===== src/stt_pkg.sv =====
// shared types, codes and character classes for the sql text tokenizer
`default_nettype none
package stt_pkg;

   localparam int unsigned MaxResults = 3;

   // token kind codes
   localparam logic [2:0] KIND_IDENT  = 3'd0;
   localparam logic [2:0] KIND_STRING = 3'd1;
   localparam logic [2:0] KIND_NUMBER = 3'd2;
   localparam logic [2:0] KIND_SYMBOL = 3'd3;
   localparam logic [2:0] KIND_END    = 3'd4;

   localparam logic [7:0] CH_SPACE  = 8'h20;
   localparam logic [7:0] CH_TAB    = 8'h09;
   localparam logic [7:0] CH_LF     = 8'h0a;
   localparam logic [7:0] CH_CR     = 8'h0d;
   localparam logic [7:0] CH_DOT    = 8'h2e;
   localparam logic [7:0] CH_UNDER  = 8'h5f;
   localparam logic [7:0] CH_BANG   = 8'h21;
   localparam logic [7:0] CH_LT     = 8'h3c;
   localparam logic [7:0] CH_GT     = 8'h3e;
   localparam logic [7:0] CH_EQ     = 8'h3d;
   localparam logic [7:0] CH_SQUOTE = 8'h27;
   localparam logic [7:0] CH_DQUOTE = 8'h22;

   typedef struct packed {
      logic [2:0] token_kind;
      logic [7:0] char_out;
      logic       char_present;
      logic       token_first;
      logic       token_last;
      logic       run_last;
   } result_type;

   function automatic logic is_digit(input logic [7:0] c);
      return (c >= 8'h30) && (c <= 8'h39);
   endfunction

   function automatic logic is_alpha(input logic [7:0] c);
      return ((c >= 8'h61) && (c <= 8'h7a)) || ((c >= 8'h41) && (c <= 8'h5a)) ||
             (c == CH_UNDER);
   endfunction

   function automatic logic is_space(input logic [7:0] c);
      return (c == CH_SPACE) || (c == CH_TAB) || (c == CH_LF) || (c == CH_CR);
   endfunction

   function automatic logic pair_ok(input logic [7:0] a, input logic [7:0] b);
      return ((a == CH_BANG) && (b == CH_EQ)) || ((a == CH_GT) && (b == CH_EQ)) ||
             ((a == CH_LT) && (b == CH_EQ)) || ((a == CH_LT) && (b == CH_GT)) ||
             ((a == CH_EQ) && (b == CH_EQ));
   endfunction

   function automatic result_type mk_result(input logic [2:0] kind, input logic [7:0] ch,
                                            input logic present, input logic first,
                                            input logic last);
      result_type r;
      r.token_kind   = kind;
      r.char_out     = ch;
      r.char_present = present;
      r.token_first  = first;
      r.token_last   = last;
      r.run_last     = 1'b0;
      return r;
   endfunction

endpackage
`default_nettype wire


===== src/stt_core.sv =====
// lexer state and per-byte step logic producing up to three results
`default_nettype none
module stt_core
   import stt_pkg::*;
(
   input  wire logic       clock,
   input  wire logic       reset,
   input  wire logic       step_en,
   input  wire logic [7:0] text_byte,
   input  wire logic       end_of_text,
   output result_type      results [MaxResults],
   output logic [1:0]      res_count
);

   typedef enum logic [2:0] {
      MODE_IDLE, MODE_IDENT, MODE_STRING, MODE_NUMBER, MODE_PAIR
   } mode_type;

   mode_type   mode_ff, mode_in;
   logic       dq_ff, dq_in;
   logic [7:0] held_ff, held_in;
   logic       hv_ff, hv_in;
   logic       begun_ff, begun_in;

   logic       cont;
   logic       run_idle;
   logic [7:0] quote;
   logic [1:0] n_v;

   function automatic logic [2:0] kind_of(input mode_type m);
      case (m)
         MODE_IDENT:  return KIND_IDENT;
         MODE_STRING: return KIND_STRING;
         MODE_NUMBER: return KIND_NUMBER;
         default:     return KIND_SYMBOL;
      endcase
   endfunction

   always_comb begin
      mode_in  = mode_ff;
      dq_in    = dq_ff;
      held_in  = held_ff;
      hv_in    = hv_ff;
      begun_in = begun_ff;
      n_v      = 2'd0;
      run_idle = 1'b0;
      cont     = 1'b0;
      quote    = dq_ff ? CH_DQUOTE : CH_SQUOTE;
      for (int i = 0; i < MaxResults; i++) begin
         results[i] = '0;
      end

      unique case (mode_ff)
         MODE_IDENT, MODE_NUMBER: begin
            cont = (mode_ff == MODE_IDENT) ? (is_alpha(text_byte) || is_digit(text_byte))
                                           : (is_digit(text_byte) || text_byte == CH_DOT);
            results[n_v] = mk_result(kind_of(mode_in), held_in, 1'b1, !begun_in, !cont);
            n_v = n_v + 2'd1;
            begun_in = 1'b1;
            hv_in = 1'b0;
            if (cont) begin
               held_in = text_byte;
               hv_in = 1'b1;
            end else begin
               run_idle = 1'b1;
            end
         end
         MODE_STRING: begin
            if (text_byte == quote) begin
               if (hv_in) begin
                  results[n_v] = mk_result(KIND_STRING, held_in, 1'b1, !begun_in, 1'b1);
                  n_v = n_v + 2'd1;
               end else if (!begun_in) begin
                  // empty string
                  results[n_v] = mk_result(KIND_STRING, 8'd0, 1'b0, 1'b1, 1'b1);
                  n_v = n_v + 2'd1;
               end
               mode_in  = MODE_IDLE;
               hv_in    = 1'b0;
               begun_in = 1'b0;
               held_in  = 8'd0;
            end else begin
               if (hv_in) begin
                  results[n_v] = mk_result(KIND_STRING, held_in, 1'b1, !begun_in, 1'b0);
                  n_v = n_v + 2'd1;
                  begun_in = 1'b1;
               end
               held_in = text_byte;
               hv_in = 1'b1;
            end
         end
         MODE_PAIR: begin
            cont = pair_ok(held_ff, text_byte);
            results[n_v] = mk_result(KIND_SYMBOL, held_in, 1'b1, !begun_in, !cont);
            n_v = n_v + 2'd1;
            begun_in = 1'b1;
            hv_in = 1'b0;
            if (cont) begin
               results[n_v] = mk_result(KIND_SYMBOL, text_byte, 1'b1, 1'b0, 1'b1);
               n_v = n_v + 2'd1;
               mode_in  = MODE_IDLE;
               begun_in = 1'b0;
               held_in  = 8'd0;
            end else begin
               run_idle = 1'b1;
            end
         end
         default: begin
            run_idle = 1'b1;
         end
      endcase

      // byte starts fresh between tokens
      if (run_idle) begin
         mode_in  = MODE_IDLE;
         hv_in    = 1'b0;
         begun_in = 1'b0;
         held_in  = 8'd0;
         if (is_space(text_byte)) begin
            mode_in = MODE_IDLE;
         end else if (text_byte == CH_SQUOTE || text_byte == CH_DQUOTE) begin
            mode_in = MODE_STRING;
            dq_in   = (text_byte == CH_DQUOTE);
         end else if (is_digit(text_byte)) begin
            mode_in = MODE_NUMBER;
            held_in = text_byte;
            hv_in   = 1'b1;
         end else if (is_alpha(text_byte)) begin
            mode_in = MODE_IDENT;
            held_in = text_byte;
            hv_in   = 1'b1;
         end else if (text_byte == CH_BANG || text_byte == CH_LT ||
                      text_byte == CH_GT || text_byte == CH_EQ) begin
            mode_in = MODE_PAIR;
            held_in = text_byte;
            hv_in   = 1'b1;
         end else begin
            results[n_v] = mk_result(KIND_SYMBOL, text_byte, 1'b1, 1'b1, 1'b1);
            n_v = n_v + 2'd1;
         end
      end

      // flush and terminate at end of statement
      if (end_of_text) begin
         if (mode_in == MODE_STRING) begin
            if (hv_in) begin
               results[n_v] = mk_result(KIND_STRING, held_in, 1'b1, !begun_in, 1'b1);
               n_v = n_v + 2'd1;
            end else if (!begun_in) begin
               results[n_v] = mk_result(KIND_STRING, 8'd0, 1'b0, 1'b1, 1'b1);
               n_v = n_v + 2'd1;
            end
         end else if (mode_in != MODE_IDLE && hv_in) begin
            results[n_v] = mk_result(kind_of(mode_in), held_in, 1'b1, !begun_in, 1'b1);
            n_v = n_v + 2'd1;
         end
         results[n_v] = mk_result(KIND_END, 8'd0, 1'b0, 1'b1, 1'b1);
         n_v = n_v + 2'd1;
         mode_in  = MODE_IDLE;
         dq_in    = 1'b0;
         held_in  = 8'd0;
         hv_in    = 1'b0;
         begun_in = 1'b0;
      end

      if (n_v != 2'd0) begin
         results[n_v - 2'd1].run_last = 1'b1;
      end
      res_count = n_v;
   end

   always_ff @(posedge clock) begin
      if (reset) begin
         mode_ff  <= MODE_IDLE;
         dq_ff    <= 1'b0;
         held_ff  <= 8'd0;
         hv_ff    <= 1'b0;
         begun_ff <= 1'b0;
      end else if (step_en) begin
         mode_ff  <= mode_in;
         dq_ff    <= dq_in;
         held_ff  <= held_in;
         hv_ff    <= hv_in;
         begun_ff <= begun_in;
      end
   end

   a_end_token_last: assert property (@(posedge clock) disable iff (reset)
      step_en && end_of_text |->
         res_count != 2'd0 && results[res_count - 2'd1].token_kind == KIND_END)
      else $error("end of statement does not finish with end token");

   a_state_cleared: assert property (@(posedge clock) disable iff (reset)
      step_en && end_of_text |=> mode_ff == MODE_IDLE && !hv_ff && !begun_ff && !dq_ff)
      else $error("lexer state not cleared after end of statement");

   a_held_not_idle: assert property (@(posedge clock) disable iff (reset)
      hv_ff |-> mode_ff != MODE_IDLE)
      else $error("held character while idle");

   a_run_last_marked: assert property (@(posedge clock) disable iff (reset)
      step_en && res_count != 2'd0 |-> results[res_count - 2'd1].run_last)
      else $error("last result of a byte lacks run_last");

endmodule
`default_nettype wire


===== src/stt_outq.sv =====
// result buffer for one byte, drained one per cycle unless stalled
`default_nettype none
module stt_outq
   import stt_pkg::*;
(
   input  wire logic       clock,
   input  wire logic       reset,
   input  wire logic       load,
   input  wire result_type load_results [MaxResults],
   input  wire logic [1:0] load_count,
   output logic            can_load,
   output logic            rsp_valid,
   input  wire logic       rsp_stall,
   output result_type      head
);

   result_type ent_ff [MaxResults];
   logic [1:0] cnt_ff;
   logic       pop;

   assign rsp_valid = (cnt_ff != 2'd0);
   assign pop       = rsp_valid && !rsp_stall;
   // refill in the same cycle the final entry leaves
   assign can_load  = (cnt_ff == 2'd0) || ((cnt_ff == 2'd1) && pop);
   assign head      = ent_ff[0];

   always_ff @(posedge clock) begin
      if (reset) begin
         cnt_ff <= 2'd0;
      end else if (load) begin
         cnt_ff <= load_count;
      end else if (pop) begin
         cnt_ff <= cnt_ff - 2'd1;
      end
   end

   always_ff @(posedge clock) begin
      if (load) begin
         for (int i = 0; i < MaxResults; i++) begin
            ent_ff[i] <= load_results[i];
         end
      end else if (pop) begin
         ent_ff[0] <= ent_ff[1];
         ent_ff[1] <= ent_ff[2];
      end
   end

   a_pop_count: assert property (@(posedge clock) disable iff (reset)
      pop && !load |=> cnt_ff == $past(cnt_ff) - 2'd1)
      else $error("result count not decremented on pop");

   a_load_safe: assert property (@(posedge clock) disable iff (reset)
      load |-> !rsp_valid || (cnt_ff == 2'd1 && !rsp_stall))
      else $error("results overwritten before delivery");

endmodule
`default_nettype wire


===== src/sql_text_tokenizer.sv =====
// top level: input register, lexer step and result buffer
// path: a byte waits in the input register until the result buffer can load;
//   its results are then registered there, and the first one is valid from it
// throughput: one byte per cycle while each byte yields at most one result and
//   rsp_stall is low; a byte with k results occupies the single-result output port
// reset: synchronous, active high; clears lexer state, input register and buffer
`default_nettype none
module sql_text_tokenizer
   import stt_pkg::*;
(
   input  wire logic       clock,
   input  wire logic       reset,
   input  wire logic       req_valid,
   output logic            req_stall,
   input  wire logic [7:0] req_text_byte,
   input  wire logic       req_end_of_text,
   output logic            rsp_valid,
   input  wire logic       rsp_stall,
   output logic [2:0]      rsp_token_kind,
   output logic [7:0]      rsp_char_out,
   output logic            rsp_char_present,
   output logic            rsp_token_first,
   output logic            rsp_token_last,
   output logic            rsp_run_last
);

   logic       in_valid_ff, in_valid_in;
   logic [7:0] byte_ff;
   logic       end_ff;
   logic       accept;
   logic       consume;
   logic       can_load;

   result_type step_results [MaxResults];
   logic [1:0] step_count;
   result_type head;

   assign consume   = in_valid_ff && can_load;
   assign req_stall = in_valid_ff && !consume;
   assign accept    = req_valid && !req_stall;

   always_comb begin
      in_valid_in = in_valid_ff;
      if (accept) begin
         in_valid_in = 1'b1;
      end else if (consume) begin
         in_valid_in = 1'b0;
      end
   end

   always_ff @(posedge clock) begin
      if (reset) begin
         in_valid_ff <= 1'b0;
      end else begin
         in_valid_ff <= in_valid_in;
      end
   end

   always_ff @(posedge clock) begin
      if (accept) begin
         byte_ff <= req_text_byte;
         end_ff  <= req_end_of_text;
      end
   end

   stt_core u_core (
      .clock       (clock),
      .reset       (reset),
      .step_en     (consume),
      .text_byte   (byte_ff),
      .end_of_text (end_ff),
      .results     (step_results),
      .res_count   (step_count)
   );

   stt_outq u_outq (
      .clock        (clock),
      .reset        (reset),
      .load         (consume),
      .load_results (step_results),
      .load_count   (step_count),
      .can_load     (can_load),
      .rsp_valid    (rsp_valid),
      .rsp_stall    (rsp_stall),
      .head         (head)
   );

   assign rsp_token_kind   = head.token_kind;
   assign rsp_char_out     = head.char_out;
   assign rsp_char_present = head.char_present;
   assign rsp_token_first  = head.token_first;
   assign rsp_token_last   = head.token_last;
   assign rsp_run_last     = head.run_last;

   a_no_drop: assert property (@(posedge clock) disable iff (reset)
      in_valid_ff && !consume |=> in_valid_ff && $stable(byte_ff) && $stable(end_ff))
      else $error("pending input transaction lost");

   a_end_present_char: assert property (@(posedge clock) disable iff (reset)
      rsp_valid && rsp_token_kind == KIND_END |-> !rsp_char_present && rsp_run_last)
      else $error("malformed end token");

endmodule
`default_nettype wire


===== config.mk =====
export PLATFORM = sky130hd
export DESIGN_NAME = sql_text_tokenizer
export DESIGN_NICKNAME = d
export VERILOG_FILES = /design/src/stt_pkg.sv /design/src/stt_core.sv /design/src/stt_outq.sv /design/src/sql_text_tokenizer.sv
export SDC_FILE = /design/constraint.sdc
export NUM_CORES = 1
export LEC_CHECK = 0
export BUFFER_PORTS_ARGS = -buffer_cell sky130_fd_sc_hd__buf_4
export CAP_MARGIN = 40
export CORE_AREA = 2 2 108 110
export DETAILED_ROUTE_END_ITERATION = 10
export DIE_AREA = 0 0 110 112
export PLACE_DENSITY_LB_ADDON = 0.2
export SYNTH_ARGS = -nofsm -noshare
export SYNTH_HDL_FRONTEND = slang
export SYNTH_SLANG_ARGS = --single-unit

===== constraint.sdc =====
create_clock -name clock -period 5.8 [get_ports clock]
set_input_delay 0.58 -clock clock [delete_from_list [all_inputs] [get_ports clock]]
set_output_delay 0.58 -clock clock [all_outputs]
set_load 0.05 [all_outputs]

==> results.json, run 1 <==
{
  "dieArea_um2": 12300,
  "cpMostUsedCell": "ha_1",
  "grt_pass1_wl_um": 18100,
  "fill_cells": 1066,
  "setup_tns_ps": 0,
  "pin_count": 30,
  "synth_warnings": 0,
  "p_per_area_nw_per_um2": 417,
  "synthArstFlopShare_pct": 0,
  "finalNetCount": 488,
  "hp-class": "input port to flop",
  "cts.path.max_buffers": 2,
  "postSynthAreaPerCell_um2": 9.55,
  "grt_usage_pct": 19.5,
  "crit_chain": "nor4bb_1 > nand3_1 > or3_2 > a31oi_1 > nand2_1 > inv_1 > ha_1 > a21o_1 > inv_1 > ha_1 > a21oi_1 > ha_1 > nor3_1 > and2b_2 > a21oi_1 > o21ai_0",
  "tritoncts": "yes",
  "mostFrequentLayoutCells": "edfxtp_1 (54), nor2_1 (46), a21oi_1 (41)",
  "hold_buffers": 0,
  "worstPathRequired_ps": 5880,
  "grt_antenna_before_repair": 0,
  "fin_area_um2": 4890,
  "dp_cells": 595,
  "clock-root-buffer": "clkbuf_16",
  "ys_seq_elements": 71,
  "rows": 39,
  "finClkSkew_ps": 7.91,
  "vias": 3508,
  "slowest_delay_ps": 720,
  "layout_commonest_cell": "edfxtp_1",
  "synthCells": 458,
  "diodes": 0,
  "end_kind": "flop",
  "place_area_um2": 4560,
  "syn_area_um2": 4380,
  "critical-path-top-delay-family": "simple AND/OR/NAND/NOR gates",
  "cts_setup_buffers": 0,
  "worstPathArrival_ps": 4820,
  "max-cap-violations": 0,
  "ys_types": 77,
  "clock-sinks": 71,
  "fmax_ghz": 0.211,
  "period_share_pct": 81.8,
  "antenna_left": 0,
  "max_slew_margin_pct": 44.2,
  "start_kind": "flop",
  "worst-path-buf-inv": 2,
  "ys_seq_area_share_pct": 44.8,
  "die_w_um": 110,
  "cts_buffers": 9,
  "ys.flop_type": "edfxtp_1",
  "die_h_um": 112,
  "dp_hpwl_um": 8070,
  "synth_edf_count": 54,
  "cts.repair.resized": 0,
  "syn_nets": 483,
  "rsz0062_at_grt": "no",
  "avgRoutedWirePerCell_um": 18.4,
  "drive_above_1_share_pct": 17.1,
  "area_growth_pct": 11.8,
  "ir_worst_vdd_mv": 0.218,
  "clkSlewWorstSetupHoldPaths_ps": 60,
  "drc_errors": 0,
  "start_util_pct": 39.2,
  "maxSlewViolCount": 0,
  "io_buffers": 29,
  "core-area_um2": 11200,
  "grt_pass1_vias": 3365,
  "path_max_fanout": 12,
  "drtPass1Iterations": 5,
  "p_leak_nw": 1.87,
  "setup_viol": 0,
  "final_hold_viol_count": 0,
  "worstSkewPairLatency_ps": 350,
  "critical_path_class": "flop to flop",
  "cpMaxStageDelayCell": "edfxtp_1",
  "viasPerCell": 5.74,
  "h-tree-depth": 3,
  "tightest_slew_ps": 830,
  "fin_crit_ps": 4740,
  "layout.cells.non_filler": 611,
  "grt_max_degree": 31,
  "wl_um": 11200,
  "grt_overflow": 0,
  "first_iter_violations": 346,
  "place_congestion": 0.932,
  "status": "completed"
}
==> sequential cells by signal, summed over array words and instances (netlist names) <==
register,count
u_core.dq_ff,1
in_valid_ff,1
byte_ff,8
u_core.begun_ff,1
u_core.hv_ff,1
u_core.mode_ff,3
u_outq.cnt_ff,2
end_ff,1
u_core.held_ff,8
u_outq.ent_ff,45
==> where the power goes <==
group | switching (mW) | internal [mW]
sequential | 0.0556 | 0.696
combinational | 0.467 | 0.208
clock | 0.230 | 0.382
total | 0.753 | 1.29
==> cell type report <==
class                           instances  area, µm²  share of cell area [%]
Timing Repair Buffer                   35        260                    5.32
Inverter                               18       67.6                    1.38
Sequential cell                        71       1960                    40.1
Tap cell                              143        179                    3.66
Multi-Input combinational cell        328       2090                    42.8
Clock inverter                          7        105                    2.15
Clock buffer                            9        225                    4.60
==> metrics by stage <==
stage / utilization, % / setup slack [ps] / power [mW] / hold slack [ps]
after detailed placement: 40.8 / 1150 / 1.43 / 496
after floorplan: - / 1640 / 1.29 / 456
after global placement: 40.8 / 1230 / 1.43 / 484
after global routing: 43.8 / 713 / 2.15 / 388
after CTS: 43.8 / 1120 / 2.05 / 396
final: 43.8 / 1060 / 2.04 / 404
==> cell usage after synthesis, types with 3 or more instances <==
cell type	instances	area (µm²)
or3_1	3	18.8
o22ai_1	6	37.5
nor3b_1	5	37.5
a31oi_1	4	25.0
a22o_1	7	61.3
o211ai_1	3	22.5
xor2_1	4	35.0
o21ai_0	22	110
a32oi_1	4	35.0
nor2_1	46	173
a22oi_1	10	75.1
dfxtp_1	17	340
a21oi_2	3	26.3
and2_1	10	62.6
nor3_1	9	45.0
edfxtp_1	54	1620
o21a_1	3	22.5
or2_2	3	18.8
a211oi_1	3	22.5
nand2_1	38	143
buf_4	13	97.6
nand3_1	17	85.1
ha_1	12	150
buf_6	4	45.0
nand2b_1	5	31.3
and3_1	7	43.8
o31ai_1	4	30.0
nor2b_1	4	25.0
a21oi_1	41	205
clkbuf_1	20	75.1
inv_1	18	67.6
==> metal layers <==
| layer | vias to the layer above | part of all wire (%) | track usage (%) |
|---|---|---|---|
| li1 | 1693 | - | - |
| met1 | 1671 | 45 | 26.8 |
| met2 | 127 | 46 | 29.7 |
| met3 | 17 | 6.5 | 5.15 |
| met4 | 0 | 1.9 | 6.08 |
| met5 | - | 0 | 0 |
==> logic make-up after synthesis <==
kind of cell	synth area share, %
xor+xnor	1.20
mux	0.458
buf+inv	7.49
compound gates	21.9
simple gates	20.7
fa+ha+maj	3.43
flops	44.8
==> path summary, 6_finish.rpt <==
kind	from	end	slack (ps)	depth (start not counted)
min	req_text_byte[6]	byte_ff[6]	400	1
min reg2reg	u_core.dq_ff	u_core.dq_ff	510	2
max reg2reg	byte_ff[4]	u_outq.ent_ff[0][13]	1060	16
max	byte_ff[4]	u_outq.ent_ff[0][13]	1060	16
No activity file was read; power rests on OpenSTA's default activity.
==> inputs of run 2 (changes only) <==
- clock period: 5.8 -> 4.2 ns (I/O delays scaled with it)
==> run 2 against run 1 <==
  * Power is 38% higher
  * Clock power grew 28%
  * Wire length up 0.63%
  * Worst hold slack worse by 150 ps
  * Global-route usage increased by 0.21 points
  * Sequential share of layout area decreased by 2.2 points
  * Cell count grew 5.4%
  * Die area stayed put
  * Highest routed layer unchanged
==> results.json, run 2 (synthesized netlist as in run 1, its figures left out) <==
{
  "rsz0062_at_grt": "no",
  "grt_max_degree": 30,
  "mostFrequentLayoutCells": "buf_4 (68), edfxtp_1 (54), nor2_1 (46)",
  "clock-sinks": 71,
  "p_per_area_nw_per_um2": 544,
  "cts.path.max_buffers": 2,
  "r2r_setup_slack_ps": 220,
  "wl_um": 11300,
  "drc_errors": 0,
  "grt_pass1_vias": 3567,
  "tritoncts": "yes",
  "die_h_um": 112,
  "io_buffers": 29,
  "drive_above_1_share_pct": 24.6,
  "worstPathRequired_ps": 4280,
  "critical_path_class": "flop to flop",
  "fmax_ghz": 0.251,
  "grt_usage_pct": 19.7,
  "max_slew_margin_pct": 39.8,
  "ir_worst_vdd_mv": 0.287,
  "vias": 3668,
  "place_congestion": 0.885,
  "status": "completed",
  "h-tree-depth": 3,
  "viasPerCell": 5.70,
  "max-cap-violations": 0,
  "grt_overflow": 0,
  "rows": 39,
  "maxSlewViolCount": 0,
  "drtPass1Iterations": 5,
  "pin_count": 30,
  "dp_hpwl_um": 8380,
  "start_util_pct": 39.2,
  "period_share_pct": 94.8,
  "avgRoutedWirePerCell_um": 17.6,
  "die_w_um": 110,
  "area_growth_pct": 18.3,
  "path_max_fanout": 4,
  "critical-path-top-delay-family": "simple AND/OR/NAND/NOR gates",
  "cpMaxStageDelayCell": "or4b_1",
  "tightest_slew_ps": 896,
  "grt_antenna_before_repair": 0,
  "diodes": 0,
  "final_hold_viol_count": 0,
  "top_register": "u_outq.ent_ff",
  "top_regs": "u_outq.ent_ff x45, byte_ff x8, u_core.held_ff x8",
  "largest_register_ffs": 45,
  "worstPathArrival_ps": 4060,
  "cts_buffers": 9,
  "layout.cells.non_filler": 644,
  "cpMostUsedCell": "ha_1",
  "finClkSkew_ps": 10.2,
  "crit_chain": "or4b_1 > a221o_1 > or3_4 > or2_2 > ha_1 > a21o_1 > inv_1 > ha_1 > a21oi_2 > ha_2 > buf_4 > or3_1 > a221oi_1 > nor3_1",
  "setup_tns_ps": 0,
  "clkSlewWorstSetupHoldPaths_ps": 60,
  "slowest_delay_ps": 520,
  "whs_ps": 254,
  "hp-class": "input port to flop",
  "p_leak_nw": 2.02,
  "end_kind": "flop",
  "finalNetCount": 521,
  "dp_cells": 623,
  "worstSkewPairLatency_ps": 340,
  "first_iter_violations": 252,
  "clock-root-buffer": "clkbuf_16",
  "fin_crit_ps": 3980,
  "layout_commonest_cell": "buf_4",
  "grt_pass1_wl_um": 18500,
  "start_kind": "flop",
  "finalPower_mw": 2.82,
  "core-area_um2": 11200,
  "setup_viol": 0,
  "dieArea_um2": 12300,
  "antenna_left": 0,
  "worst-path-buf-inv": 2
}
run 2: final cells by class:
class | count | area (µm²)
Inverter | 18 | 67.6
Multi-Input combinational cell | 328 | 2150
Clock inverter | 7 | 77.6
Sequential cell | 71 | 1960
Fill cell | 1029 | 6000
Clock buffer | 9 | 225
Timing Repair Buffer | 68 | 510
Tap cell | 143 | 179
run 2: layer usage:
layer / global-route usage, % / vias up / wire length [µm]
met3: 4.57 / 21 / 621
met4: 6.75 / 0 / 243
met1: 26.5 / 1772 / 5120
li1: - / 1750 / -
met2: 30.9 / 125 / 5330
met5: 0 / - / 0
run 2: repair_timing:
item / 4_1_cts / 5_1_grt
hold buffers: 0 / 0
gates resized for setup: 0 / 12
endpoints found under the setup margin: 0 / 37
setup buffers: 0 / 5
run 2: final timing paths:
check                                       start                  end  cells after the start
worst max-delay path            u_core.held_ff[2]  u_outq.ent_ff[0][2]                     14
worst min-delay path             req_text_byte[6]           byte_ff[6]                      1
worst max register to register  u_core.held_ff[2]  u_outq.ent_ff[0][2]                     14
worst min register to register       u_core.dq_ff         u_core.dq_ff                      2
run 2: stage by stage:
stage	utilization [%]	setup WS, ps	cell area [µm²]
after CTS	45.4	21.0	5080
after global placement	42.7	155	4780
after detailed placement	42.7	38.0	4780
after global routing	46.3	22.3	5170
after floorplan	-	42.2	4380
final	46.3	219	5170
run 2: report_power, final:
group	leakage [nW]	total [mW]	internal [mW]	switching [mW]
combinational	1.22	1.02	0.342	0.683
sequential	0.660	1.01	0.959	0.0485
clock	0.147	0.784	0.466	0.318
==> inputs of run 3 (changes only) <==
- PLACE_DENSITY_LB_ADDON: 0.2 -> 0.08
==> run 3 against run 2 <==
  * Clock skew is 2.8 ps lower
  * Wire length is 4.1% higher
  * Fmax is 0.68% higher
  * Critical path type unchanged
  * Critical endpoint is now u_outq.ent_ff[0][25]
==> results.json, run 3 (synthesized netlist as in run 1, its figures left out) <==
{
  "grt_pass1_vias": 3600,
  "min_from": "req_text_byte[0]",
  "h-tree-depth": 3,
  "final_hold_viol_count": 0,
  "whs_path_depth": 1,
  "max-cap-violations": 0,
  "antenna_left": 0,
  "max_slew_margin_pct": 46.4,
  "tightest_slew_ps": 797,
  "rsz0062_at_grt": "no",
  "hold_buffers": 0,
  "place_congestion": 0.926,
  "grt_pass1_wl_um": 19300,
  "ff2ff_path_depth": 17,
  "pre_cts_ws_ps": 76.6,
  "worstPathRequired_ps": 4300,
  "grt_max_degree": 35,
  "largest_register_ffs": 45,
  "top_regs": "u_outq.ent_ff x45, byte_ff x8, u_core.held_ff x8",
  "clkPwrFrac_pct": 27.2,
  "dieArea_um2": 12300,
  "hp-class": "input port to flop",
  "clkSlewWorstSetupHoldPaths_ps": 60,
  "power_switching_mw": 1.06,
  "crit_chain": "or4b_1 > a221o_1 > or3_4 > a31oi_2 > nand2_1 > inv_1 > ha_1 > a21o_1 > inv_1 > ha_1 > a21oi_2 > buf_4 > ha_2 > nand2_1 > nand2_2 > a31oi_4 > a22o_1",
  "viasPerCell": 5.65,
  "whs_ps": 247,
  "core-area_um2": 11200,
  "dp_hpwl_um": 8820,
  "grt_antenna_before_repair": 0,
  "area_growth_pct": 17.0,
  "wl_um": 11800,
  "pwr-share-comb_pct": 36.0,
  "power_frac_seq_pct": 36.7,
  "setup_tns_ps": 0,
  "switching_share_pct": 38.4,
  "finClkSkew_ps": 7.40,
  "worstPathArrival_ps": 4050,
  "r2r_setup_slack_ps": 250,
  "slowest_delay_ps": 520,
  "mostFrequentLayoutCells": "buf_4 (64), edfxtp_1 (54), nor2_1 (46)",
  "drtPass1Iterations": 4,
  "die_w_um": 110,
  "path_max_fanout": 7,
  "min_to": "byte_ff[0]",
  "clock-sinks": 71,
  "grt_overflow": 0,
  "grt_usage_pct": 20.6,
  "io_buffers": 29,
  "fmax_ghz": 0.253,
  "setup_viol": 0,
  "first_iter_violations": 176,
  "cpMaxStageDelayCell": "or4b_1",
  "drive_above_1_share_pct": 23.3,
  "cts_buffers": 9,
  "maxSlewViolCount": 0,
  "layout_commonest_cell": "buf_4",
  "finalNetCount": 517,
  "status": "completed",
  "startpoint": "u_core.held_ff[2]",
  "drc_errors": 0,
  "regToRegStartpoint": "u_core.held_ff[2]",
  "fin_ws_ps": 245,
  "start_util_pct": 39.2,
  "die_h_um": 112,
  "period_share_pct": 94.2,
  "ir_worst_vdd_mv": 0.277,
  "fin_crit_ps": 3950,
  "top_register": "u_outq.ent_ff",
  "diodes": 0,
  "vias": 3618,
  "p_leak_nw": 1.99,
  "critical_path_class": "flop to flop",
  "pin_count": 30,
  "clock-root-buffer": "clkbuf_16",
  "start_kind": "flop",
  "end_kind": "flop",
  "rows": 39,
  "rr_endpoint": "u_outq.ent_ff[0][25]",
  "cts.path.max_buffers": 2,
  "worstSkewPairLatency_ps": 350,
  "p_per_area_nw_per_um2": 540,
  "tritoncts": "yes",
  "intPower_mw": 1.70,
  "avgRoutedWirePerCell_um": 18.4
}
-- run 3: layout make-up --
cell class	count	area [µm²]
sequential	71	1960
fill	1085	6050
clock buffer	9	225
inverter	18	67.6
clock inverter	7	62.6
multi-input combinational	328	2140
timing repair buffer	64	480
tap	143	179
-- run 3: through the flow --
step / instances / util [%] / power, mW / cell area [µm²]
after detailed placement: 624 / 42.8 / 2.02 / 4780
after global routing: 640 / 45.8 / 2.92 / 5120
final: 640 / 45.8 / 2.76 / 5120
after floorplan: 458 / - / 1.78 / 4380
after CTS: 640 / 45.4 / 2.76 / 5070
after global placement: 624 / 42.8 / 2.01 / 4780
-- run 3: worst max-delay path by stage --
stage                                end  slack, ps  cells after the start
CTS                 u_outq.ent_ff[0][21]         50                     17
global route        u_outq.ent_ff[0][25]         20                     13
finish              u_outq.ent_ff[0][25]        250                     17
global placement    u_outq.ent_ff[0][24]        150                     17
floorplan            u_outq.ent_ff[0][1]         40                     14
detailed placement  u_outq.ent_ff[0][21]         80                     17
-- run 3: power groups by stage --
| stage | Sequential (mW) | Clock, mW | Combinational, mW |
|---|---|---|---|
| floorplan | 1.06 | 0 | 0.718 |
| global placement | 1.03 | 0 | 0.979 |
| detailed placement | 1.03 | 0 | 0.987 |
| CTS | 1.02 | 0.760 | 0.987 |
| global route | 1.03 | 0.791 | 1.09 |
| finish | 1.02 | 0.752 | 0.996 |
-- run 3: what timing repair did --
item,CTS,global route
endpoints found under the setup margin,0,35
resized for setup,0,11
buffers inserted,0,0
-- run 3: metal layers --
layer	GRT usage [%]	share of wire, %
met5	0	0
met4	4.64	1.0
met3	4.04	5.9
met2	33.3	48
met1	28.2	45
-- run 3: critical path, delay by kind of cell (launching register included) --
family	cells	cell delay [ps]
simple gates	5	1240
flops	1	330
compound gates	6	1150
buf+inv	3	300
fa+ha+maj	3	660
